==> src/design/cfpr_pkg.sv <==
// Shared constants for the framed packet receiver: payload store size,
// field widths, configuration register indexes, frame kinds and CRC terms.
// No dependencies.
`default_nettype none

package cfpr_pkg;

	localparam int PAYLOAD_DEPTH = 32;
	localparam int PAY_AW        = $clog2(PAYLOAD_DEPTH);
	localparam int LEN_W         = $clog2(PAYLOAD_DEPTH + 1);

	localparam int KIND_W     = 2;
	localparam int OUT_LEN_W  = 6;
	localparam int OUT_IDX_W  = 5;
	localparam int CFG_IDX_W  = 3;

	localparam logic [CFG_IDX_W-1:0] CFG_SYNC    = 3'd0;
	localparam logic [CFG_IDX_W-1:0] CFG_VERSION = 3'd1;
	localparam logic [CFG_IDX_W-1:0] CFG_ACK     = 3'd2;
	localparam logic [CFG_IDX_W-1:0] CFG_CONFIG  = 3'd3;
	localparam logic [CFG_IDX_W-1:0] CFG_LED     = 3'd4;

	localparam logic [KIND_W-1:0] KIND_ACK    = 2'd0;
	localparam logic [KIND_W-1:0] KIND_CONFIG = 2'd1;
	localparam logic [KIND_W-1:0] KIND_LED    = 2'd2;

	localparam logic [15:0] CRC_POLY = 16'h1021;
	localparam logic [15:0] CRC_INIT = 16'hFFFF;

endpackage

`default_nettype wire

==> src/design/crc_framed_packet_receiver_core.sv <==
// Framed packet receiver: sync hunt, header parse, bit-serial CRC-16 check
// and payload replay. Depends on cfpr_pkg and cfpr_ram.
// Bytes covered by the CRC (version, type, length, payload) are taken, then
// shifted into the CRC one bit at a time; other bytes need no shift.
// After the last CRC byte is taken, each result takes a RAM read (ST_RD) and
// a load into the output register (ST_LOAD), which waits for it to be free;
// an empty frame skips the read. The input is not ready during the replay.
// Reset clears the parser, the output valid and the configuration registers;
// the payload RAM is not cleared.
`default_nettype none

module crc_framed_packet_receiver_core
	import cfpr_pkg::*;
(
	input  wire logic                 clk,
	input  wire logic                 arst_n,
	input  wire logic                 cfg_wr_en,
	input  wire logic [CFG_IDX_W-1:0] cfg_addr,
	input  wire logic [7:0]           cfg_wdata,
	input  wire logic                 s_axis_tvalid,
	output logic                      s_axis_tready,
	input  wire logic [7:0]           s_axis_tdata,   // [7:0] rx_byte
	output logic                      m_axis_tvalid,
	input  wire logic                 m_axis_tready,
	// [5:0] payload_length, [10:6] byte_index, [18:11] payload_byte, [23:19] zero
	output logic [23:0]               m_axis_tdata,
	output logic [2:0]                m_axis_tuser,   // [1:0] frame_kind, [2] has_payload
	output logic                      m_axis_tlast
);

	localparam logic [1:0] ST_IDLE  = 2'd0;
	localparam logic [1:0] ST_SHIFT = 2'd1;
	localparam logic [1:0] ST_RD    = 2'd2;
	localparam logic [1:0] ST_LOAD  = 2'd3;

	localparam logic [2:0] PH_HUNT = 3'd0;
	localparam logic [2:0] PH_VER  = 3'd1;
	localparam logic [2:0] PH_TYPE = 3'd2;
	localparam logic [2:0] PH_LEN  = 3'd3;
	localparam logic [2:0] PH_PAY  = 3'd4;
	localparam logic [2:0] PH_CRCL = 3'd5;
	localparam logic [2:0] PH_CRCH = 3'd6;

	logic [1:0]           st_q;
	logic [2:0]           phase_q;
	logic [2:0]           bit_cnt_q;
	logic [7:0]           sync_q, ver_q, ack_q, conf_q, led_q;
	logic [15:0]          crc_q;
	logic [7:0]           sh_q;
	logic [7:0]           type_q;
	logic [7:0]           crcl_q;
	logic [LEN_W-1:0]     len_q;
	logic [LEN_W-1:0]     fill_q;
	logic [PAY_AW-1:0]    k_q;
	logic [KIND_W-1:0]    kind_q;
	logic                 m_valid_q;
	logic [KIND_W-1:0]    out_kind_q;
	logic [OUT_LEN_W-1:0] out_len_q;
	logic                 out_has_q;
	logic [OUT_IDX_W-1:0] out_idx_q;
	logic [7:0]           out_byte_q;
	logic                 out_last_q;

	logic                 in_fire;
	logic                 out_fire;
	logic                 out_free;
	logic [7:0]           rx_b;
	logic                 fb;
	logic [15:0]          crc_next;
	logic [LEN_W-1:0]     fill_inc;
	logic                 crc_ok;
	logic                 kind_hit;
	logic [KIND_W-1:0]    kind_sel;
	logic                 run_last;
	logic                 ram_wr_en;
	logic                 ram_rd_en;
	logic [7:0]           ram_rdata;

	assign rx_b     = s_axis_tdata;
	assign in_fire  = s_axis_tvalid && s_axis_tready;
	assign out_fire = m_valid_q && m_axis_tready;
	assign out_free = !m_valid_q || m_axis_tready;
	assign s_axis_tready = (st_q == ST_IDLE);

	assign fb       = crc_q[15] ^ sh_q[7];
	assign crc_next = {crc_q[14:0], 1'b0} ^ (fb ? CRC_POLY : 16'h0000);
	assign fill_inc = fill_q + LEN_W'(1);
	assign crc_ok   = (rx_b == crc_q[15:8]) && (crcl_q == crc_q[7:0]);
	assign run_last = ((LEN_W'(k_q) + LEN_W'(1)) == len_q);

	always_comb begin
		kind_hit = 1'b1;
		kind_sel = KIND_ACK;
		if (type_q == ack_q) begin
			kind_sel = KIND_ACK;
		end else if (type_q == conf_q) begin
			kind_sel = KIND_CONFIG;
		end else if (type_q == led_q) begin
			kind_sel = KIND_LED;
		end else begin
			kind_hit = 1'b0;
		end
	end

	assign ram_wr_en = in_fire && (st_q == ST_IDLE) && (phase_q == PH_PAY);
	assign ram_rd_en = (st_q == ST_RD);

	cfpr_ram #(
		.WIDTH(8),
		.DEPTH(PAYLOAD_DEPTH)
	) u_store (
		.clk     (clk),
		.wr_en   (ram_wr_en),
		.wr_addr (fill_q[PAY_AW-1:0]),
		.wr_data (rx_b),
		.rd_en   (ram_rd_en),
		.rd_addr (k_q),
		.rd_data (ram_rdata)
	);

	// Configuration registers.
	always_ff @(posedge clk or negedge arst_n) begin
		if (!arst_n) begin
			sync_q <= '0;
			ver_q  <= '0;
			ack_q  <= '0;
			conf_q <= '0;
			led_q  <= '0;
		end else if (cfg_wr_en) begin
			case (cfg_addr)
				CFG_SYNC: begin
					sync_q <= cfg_wdata;
				end
				CFG_VERSION: begin
					ver_q <= cfg_wdata;
				end
				CFG_ACK: begin
					ack_q <= cfg_wdata;
				end
				CFG_CONFIG: begin
					conf_q <= cfg_wdata;
				end
				CFG_LED: begin
					led_q <= cfg_wdata;
				end
				default: begin
				end
			endcase
		end
	end

	// Control state.
	always_ff @(posedge clk or negedge arst_n) begin
		if (!arst_n) begin
			st_q      <= ST_IDLE;
			phase_q   <= PH_HUNT;
			bit_cnt_q <= '0;
			m_valid_q <= 1'b0;
		end else begin
			if ((st_q == ST_LOAD) && out_free) begin
				m_valid_q <= 1'b1;
			end else if (out_fire) begin
				m_valid_q <= 1'b0;
			end
			case (st_q)
				ST_IDLE: begin
					if (in_fire) begin
						case (phase_q)
							PH_VER: begin
								st_q      <= ST_SHIFT;
								bit_cnt_q <= '0;
								phase_q   <= (rx_b == ver_q) ? PH_TYPE : PH_HUNT;
							end
							PH_TYPE: begin
								st_q      <= ST_SHIFT;
								bit_cnt_q <= '0;
								phase_q   <= PH_LEN;
							end
							PH_LEN: begin
								st_q      <= ST_SHIFT;
								bit_cnt_q <= '0;
								if (rx_b > 8'(PAYLOAD_DEPTH)) begin
									phase_q <= PH_HUNT;
								end else if (rx_b == 8'd0) begin
									phase_q <= PH_CRCL;
								end else begin
									phase_q <= PH_PAY;
								end
							end
							PH_PAY: begin
								st_q      <= ST_SHIFT;
								bit_cnt_q <= '0;
								if (fill_inc >= len_q) begin
									phase_q <= PH_CRCL;
								end
							end
							PH_CRCL: begin
								phase_q <= PH_CRCH;
							end
							PH_CRCH: begin
								phase_q <= PH_HUNT;
								if (crc_ok && kind_hit) begin
									st_q <= (len_q == '0) ? ST_LOAD : ST_RD;
								end
							end
							default: begin
								phase_q <= (rx_b == sync_q) ? PH_VER : PH_HUNT;
							end
						endcase
					end
				end
				ST_SHIFT: begin
					bit_cnt_q <= bit_cnt_q + 3'd1;
					if (bit_cnt_q == 3'd7) begin
						st_q <= ST_IDLE;
					end
				end
				ST_RD: begin
					st_q <= ST_LOAD;
				end
				ST_LOAD: begin
					if (out_free) begin
						if (len_q == '0 || run_last) begin
							st_q <= ST_IDLE;
						end else begin
							st_q <= ST_RD;
						end
					end
				end
				default: begin
					st_q <= ST_IDLE;
				end
			endcase
		end
	end

	// Datapath registers.
	always_ff @(posedge clk) begin
		case (st_q)
			ST_IDLE: begin
				if (in_fire) begin
					sh_q <= rx_b;
					case (phase_q)
						PH_VER: begin
							crc_q <= CRC_INIT;
						end
						PH_TYPE: begin
							type_q <= rx_b;
						end
						PH_LEN: begin
							len_q  <= rx_b[LEN_W-1:0];
							fill_q <= '0;
						end
						PH_PAY: begin
							fill_q <= fill_inc;
						end
						PH_CRCL: begin
							crcl_q <= rx_b;
						end
						PH_CRCH: begin
							kind_q <= kind_sel;
							k_q    <= '0;
						end
						default: begin
						end
					endcase
				end
			end
			ST_SHIFT: begin
				crc_q <= crc_next;
				sh_q  <= {sh_q[6:0], 1'b0};
			end
			ST_LOAD: begin
				if (out_free) begin
					out_kind_q <= kind_q;
					if (len_q == '0) begin
						out_len_q  <= '0;
						out_has_q  <= 1'b0;
						out_idx_q  <= '0;
						out_byte_q <= '0;
						out_last_q <= 1'b1;
					end else begin
						out_len_q  <= OUT_LEN_W'(len_q);
						out_has_q  <= 1'b1;
						out_idx_q  <= OUT_IDX_W'(k_q);
						out_byte_q <= ram_rdata;
						out_last_q <= run_last;
						k_q        <= k_q + PAY_AW'(1);
					end
				end
			end
			default: begin
			end
		endcase
	end

	assign m_axis_tvalid = m_valid_q;
	assign m_axis_tdata  = {5'd0, out_byte_q, out_idx_q, out_len_q};
	assign m_axis_tuser  = {out_has_q, out_kind_q};
	assign m_axis_tlast  = out_last_q;

endmodule

`default_nettype wire

==> src/design/cfpr_ram.sv <==
// Generic single-port-write, single-port-read RAM with a registered read.
// No dependencies.
`default_nettype none

module cfpr_ram #(
	parameter int WIDTH = 8,
	parameter int DEPTH = 32,
	localparam int AW = $clog2(DEPTH)
) (
	input  wire logic             clk,
	input  wire logic             wr_en,
	input  wire logic [AW-1:0]    wr_addr,
	input  wire logic [WIDTH-1:0] wr_data,
	input  wire logic             rd_en,
	input  wire logic [AW-1:0]    rd_addr,
	output logic      [WIDTH-1:0] rd_data
);

	logic [WIDTH-1:0] mem_q [DEPTH];

	always_ff @(posedge clk) begin
		if (wr_en) begin
			mem_q[wr_addr] <= wr_data;
		end
		if (rd_en) begin
			rd_data <= mem_q[rd_addr];
		end
	end

endmodule

`default_nettype wire
==> config.mk <==
export PLATFORM = sky130hd
export DESIGN_NAME = crc_framed_packet_receiver_core
export DESIGN_NICKNAME = d
export VERILOG_FILES = /design/src/design/cfpr_pkg.sv /design/src/design/crc_framed_packet_receiver_core.sv /design/src/design/cfpr_ram.sv
export SDC_FILE = /design/constraint.sdc
export NUM_CORES = 1
export LEC_CHECK = 0
export BUFFER_PORTS_ARGS = -buffer_cell sky130_fd_sc_hd__buf_2
export CAP_MARGIN = 10
export CORE_ASPECT_RATIO = 1.2
export CORE_MARGIN = 2
export CORE_UTILIZATION = 55
export CTS_CLUSTER_DIAMETER = 120
export DETAILED_ROUTE_END_ITERATION = 10
export GPL_ROUTABILITY_DRIVEN = 0
export PLACE_DENSITY = 0.72
export SETUP_SLACK_MARGIN = 0.02
export SLEW_MARGIN = 10
export SYNTH_ARGS = -nofsm -noshare
export SYNTH_HDL_FRONTEND = slang
export SYNTH_SLANG_ARGS = --single-unit
==> constraint.sdc <==
create_clock -name clk -period 3.7 [get_ports clk]
set_input_delay 0.37 -clock clk [delete_from_list [all_inputs] [get_ports clk]]
set_output_delay 0.37 -clock clk [all_outputs]
set_load 0.05 [all_outputs]
======== Word-level counts from Yosys, hierarchy flattened ========
Memories as Yosys holds them, arrays and structs flattened. A register that Yosys moved wholly into a read port is not among the register bits.
Cells that the tools add are included.
storage, ports and cells
  register bits ........................... 131
  bits in writable memories ............... 256
  bits of input ports ..................... 24
  output and inout bits ................... 30
  word-level logic and storage cells ...... 141
  memories kept ........................... 1
memory list
  memory         words  bits a word  rd ports  clocked after memory_dff  wr ports  RTL line        text
  u_store.mem_q  32     8            1         1                         1         cfpr_ram.sv:19  logic [WIDTH-1:0] mem_q [DEPTH];
operators by class
  add/subtract/negate cells ............... 4
  order comparisons ....................... 2
  equality and inequality tests ........... 32
  multiplexer cells ....................... 39
  bitwise operators ....................... 2
  reduce and logical (&&, ||, !) cells .... 37
operator list
  kind                number
  $eq 8x8->1          7
  $mux 16             2
  $pmux 16 s2         1
  $reduce_and 3->1    8
  $mux 5              4
  $pmux 3 s6          1
  $pmux 8 s2          1
  $xor 16x13->16      1
  $eq 3x3->1 const B  5
  $mux 2              7
  $reduce_and 2->1    7
  $mux 13             1
  $eq 3x2->1 const B  4
  $mux 1              12
  $mux 3              4
  $pmux 6 s2          1
  $pmux 5 s2          1
  $reduce_and 5->1    2
  $gt 8x6->1 const B  1
  $logic_not 8->1     1
  $mux 8              1
  $ne 2x1->1 const B  4
  $ne 2x2->1 const B  4
  $pmux 2 s4          1
  23 further kinds    35

======== Longest topological paths before layout ========
  depth in word-level cells ............... 9
  gate-level depth with buffers ........... 9
  gate-level depth less buffers ........... 8

======== Modules after synthesis ========
A second synthesis with hierarchy kept.
unflattened totals
  cells, all modules ...................... 888
  area total of the unflattened synthesis .. 16253.1 um^2
modules (own cells, without submodules)
  module                           times used  cells each  area each (um^2)  seq. area each (um^2)
  cfpr_ram                         1           417         10133.5           7927.6
  crc_framed_packet_receiver_core  1           471         6119.6            3688.5

======== Least setup slack after synthesis ========
OpenSTA, ideal clock, no wires.
  kind .................................... flip-flop to flip-flop
  start ................................... reg st_q[1]
  end ..................................... reg crc_q[0] (enable)
  setup time .............................. 0.436 ns
  arrival time ............................ 3.340 ns
  data required time ...................... 3.264 ns
  path slack .............................. -0.075 ns
  stages on the path, launching flop included .. 5
  path buffers ............................ 1
  period minus slack after synthesis ...... 3.775 ns
  path through ............................ dfrtp_1 > clkbuf_1 > nor2_1 > nand2_1 > o41ai_1
between the ends
  longest elaborated chain between the ends .. 4
  elaborated cells between the ends (all ways) .. 7
  those cells by class .................... eq/ne (3); reduce/logical (4)
RTL lines
  item                                 RTL line                                text
  start, declared                      crc_framed_packet_receiver_core.sv:44   logic [1:0] st_q;
  start signal, assigned               crc_framed_packet_receiver_core.sv:203  st_q <= (len_q == '0) ? ST_LOAD : ST_RD;
  $logic_not 2->1 *                    crc_framed_packet_receiver_core.sv:83   assign s_axis_tready = (st_q == ST_IDLE);
  named net s_axis_tready              crc_framed_packet_receiver_core.sv:21   output logic s_axis_tready,
  $logic_and 1x1->1                    crc_framed_packet_receiver_core.sv:80   assign in_fire = s_axis_tvalid && s_axis_tready;
  $ne 2x1->1 (no source line)          -
  $reduce_and 3->1 (no source line) *  -
  end signal, assigned                 crc_framed_packet_receiver_core.sv:270  crc_q <= crc_next;
  end, declared                        crc_framed_packet_receiver_core.sv:48   logic [15:0] crc_q;
Mark *: on every way through the listed nets, which the timed path passes. The rest lies on a longest branch.
A chain may end at the register's enable or synchronous reset.

======== Worst setup path after layout ========
  start ................................... reg phase_q[2]
  end ..................................... mem u_store.mem_q[16][0] (enable)
between the ends
  longest elaborated chain between the ends .. 4
RTL lines
  item                          RTL line                                text
  start, declared               crc_framed_packet_receiver_core.sv:45   logic [2:0] phase_q;
  start signal, assigned        crc_framed_packet_receiver_core.sv:172  phase_q <= (rx_b == ver_q) ? PH_TYPE : PH_HUNT;
  start signal, assigned        crc_framed_packet_receiver_core.sv:207  phase_q <= (rx_b == sync_q) ? PH_VER : PH_HUNT;
  $eq 3x3->1                    crc_framed_packet_receiver_core.sv:105  assign ram_wr_en = in_fire && (st_q == ST_IDLE) && (phase_q == PH_PAY);
  $logic_and 1x1->1             crc_framed_packet_receiver_core.sv:105
  $mux 1                        cfpr_ram.sv:22                          if (wr_en) begin
  $mux 1 (implied by the code)  cfpr_ram.sv:23                          mem_q[wr_addr] <= wr_data;
  end, declared                 cfpr_ram.sv:19
Every way passes these cells.

==> flow_metrics.tcl <==
set metrics [dict create \
    vias 8418 \
    clk_pin_slew_worst_paths_ns 0.06 \
    grtUsageTotal 0.235 \
    clock.fmax_mhz 344 \
    cp_cell_sequence "or3b_1 -> nor2_1 -> nand2_1 -> nor2_1" \
    max_stage_delay_ns 0.69 \
    synth_area_mm2 0.0164 \
    synth_top_area_cell "edfxtp_1" \
    grt_pass1_vias 8730 \
    fin_crit_ns 2.90 \
    final_cell_count_no_fill 1419 \
    ys_seq_elements 395 \
    r2r-start "phase_q[2]" \
    critPathLaunchType "register" \
    worstPathArrival_ns 3.06 \
    drive_above_1_share 0.246 \
    syn2layout_area_growth_pct 12.0 \
    finalHoldViolations 0 \
    syn_inst 934 \
    synth-seq-area-share 0.710 \
    cts_root_buf "clkbuf_16" \
    syn_avg_cell_area_um2 17.5 \
    num_io_pins 54 \
    internal_power_mw 7.59 \
    antenna_found_initial 1 \
    pwr-share-seq 0.531 \
    clkSinkCount 395 \
    setup_viol 0 \
    hp-class "in2reg" \
    fillers 2077 \
    max_slew_margin 0.240 \
    hpwl_um 23200 \
    cpMostUsedCell "nor2_1" \
    r2r-end "u_store.mem_q[16][0]" \
    synth_warnings 0 \
    dp_cells 1347 \
    synth_top_area_share 0.635 \
    antennaDiodeCount 0 \
    final_cell_mix "edfxtp_1 (346), nand2_1 (67), mux4_2 (66)" \
    crit_path_end_kind "register" \
    p_switching_mw 2.11 \
    post_cts_buffers 0 \
    first_iter_violations 695 \
    p_per_area_mw_per_mm2 529 \
    synth_area_leaders "edfxtp_1 (64%), mux4_2 (9.1%), dfrtp_1 (7.5%), mux2_2 (3.0%), xnor2_1 (1.9%)" \
    drc_errors 0 \
    drv_cap 0 \
    required_ns 3.86 \
    cts_tree "done" \
    ant_nets 0 \
    htree_levels 2 \
    avgRoutedWirePerCell_um 24.6 \
    slew_viol_final 0 \
    synth_edf_count 346 \
    clk-insertion-delay-late_ns 0.53 \
    finalCritPeriodShare 0.785 \
    min_from "cfg_wdata[2]" \
    initial_utilization 0.556 \
    r2r_cells 4 \
    fp.dieW_um 161 \
    ctsResizeCount 0 \
    routed_wirelength_um 34900 \
    grt_pass1_wl_um 53500 \
    leakagePower_nw 6.26 \
    overflow 0 \
    placementRows 69 \
    final_nets 1036 \
    core_mm2 0.0294 \
    crit_path_top_delay_cell "nor2_1" \
    port_buffers 48 \
    layout_commonest_cell "edfxtp_1" \
    synthDistinctLibCells 58 \
    setup_tns_ns 0 \
    skew_ns 0.0170 \
    hold_depth 2 \
    hold_path_end "led_q[2]" \
    cp_max_fo 13 \
    synth_async_sr_flop_share 0.124 \
    combPwrFrac 0.064 \
    dieArea_mm2 0.0312 \
    worstSetupPathType "reg2reg" \
    cts_inserted_buffers 39 \
    synth_ff_type "edfxtp_1" \
    switching_share 0.217 \
    rsz0062_at_grt "false" \
    cts_buffer_depth 3 \
    worstMarginPinSlew_ns 1.14 \
    routed_via_density 5.93 \
    peakVddDrop_mv 0.393 \
    clkPwrFrac 0.404 \
    grt_max_degree 49 \
    die_h_um 193 \
    drtPass1Iterations 7 \
    status "complete, no violations" \
    reg2reg_slack_ns 0.80 \
]
## cells in the mapped netlist, drive strengths merged (8+ instances only)
cell and n:
a21oi 15, and2 15, buf 23, clkbuf 30
dfrtp 49, edfxtp 346, ha 13, inv 11
mux2 44, mux2i 8, mux4 72, nand2 67
nand2b 16, nand4 9, nor2 55, nor2b 8
o21ai 12, xnor2 36, xor2 36
## worst max path at each step
stage          depth (start not counted)  slack, ns        from                    to
2_1_floorplan                          4       0.68     st_q[1]              crc_q[0]
3_3_place_gp                           4       0.90  phase_q[2]   u_store.mem_q[4][1]
3_5_place_dp                           4       0.79  phase_q[2]   u_store.mem_q[0][4]
4_1_cts                                4       0.81  phase_q[2]   u_store.mem_q[0][2]
5_1_grt                                4       0.62  phase_q[2]  u_store.mem_q[12][2]
6_report                               4       0.80  phase_q[2]  u_store.mem_q[16][0]
## state kept, by name, indices dropped and copies added (netlist names), 2 cells and up
signal	flops
ack_q	8
kind_q	2
sh_q	8
out_len_q	6
bit_cnt_q	3
fill_q	6
k_q	5
st_q	2
crcl_q	8
phase_q	3
crc_q	16
u_store.mem_q	256
conf_q	8
out_kind_q	2
out_byte_q	8
u_store.rd_data	8
out_idx_q	5
ver_q	8
len_q	6
sync_q	8
led_q	8
type_q	8
## power by group through the flow
stage | sequential, mW | combinational (mW) | clock (mW)
floorplan | 5.22 | 0.414 | 0
global placement | 5.23 | 0.614 | 0
detailed placement | 5.24 | 0.629 | 0
CTS | 5.15 | 0.631 | 3.98
global route | 5.17 | 0.695 | 4.14
finish | 5.15 | 0.621 | 3.92
## what timing repair did
action	4_1_cts	5_1_grt
hold buffers	1	0
setup endpoints to repair	0	0
hold endpoints to repair	17	0
## critical path, delay by kind of cell, from the launching register on
family,cells,cell delay (ns)
and+or+nand+nor,4,1.95
DFF,1,0.58
## per-stage QoR
stage / power [mW] / util / hold WS (ns) / area, µm² / setup WS, ns
floorplan: 5.63 / - / 0.0744 / 16400 / 0.680
global placement: 5.85 / 0.579 / 0.314 / 17000 / 0.903
detailed placement: 5.87 / 0.579 / 0.320 / 17000 / 0.787
CTS: 9.76 / 0.623 / 0.134 / 18300 / 0.808
global route: 10.0 / 0.623 / 0.153 / 18300 / 0.616
finish: 9.69 / 0.623 / 0.162 / 18300 / 0.796
## layer usage
layer,global-route usage,part of all wire
met1,0.305,0.39
met2,0.396,0.50
met3,0.0419,0.066
met4,0.101,0.040
met5,0,0.00046
## cells by family after synthesis
logic type | after synthesis | share of synthesized area
AOI/OAI and AO/OA | 51 | 0.0210
xor gates and xnor gates | 72 | 0.0385
adders and majority gates | 13 | 0.00994
buffers and inverters | 65 | 0.0202
DFF | 395 | 0.710
muxes | 124 | 0.136
other | 1 | 0.000229
and+or+nand+nor | 213 | 0.0645
## layout make-up
| class | instances | area (µm²) | area share |
|---|---|---|---|
| clock buffers | 48 | 1080 | 0.0591 |
| repair buffers | 73 | 443 | 0.0242 |
| multi-input cells | 478 | 4450 | 0.243 |
| flip-flops and latches | 395 | 11600 | 0.634 |
| well taps | 390 | 488 | 0.0266 |
| clock inverters | 23 | 200 | 0.0109 |
| inverters | 12 | 45.0 | 0.00246 |
(Power assumes the default switching activity.)
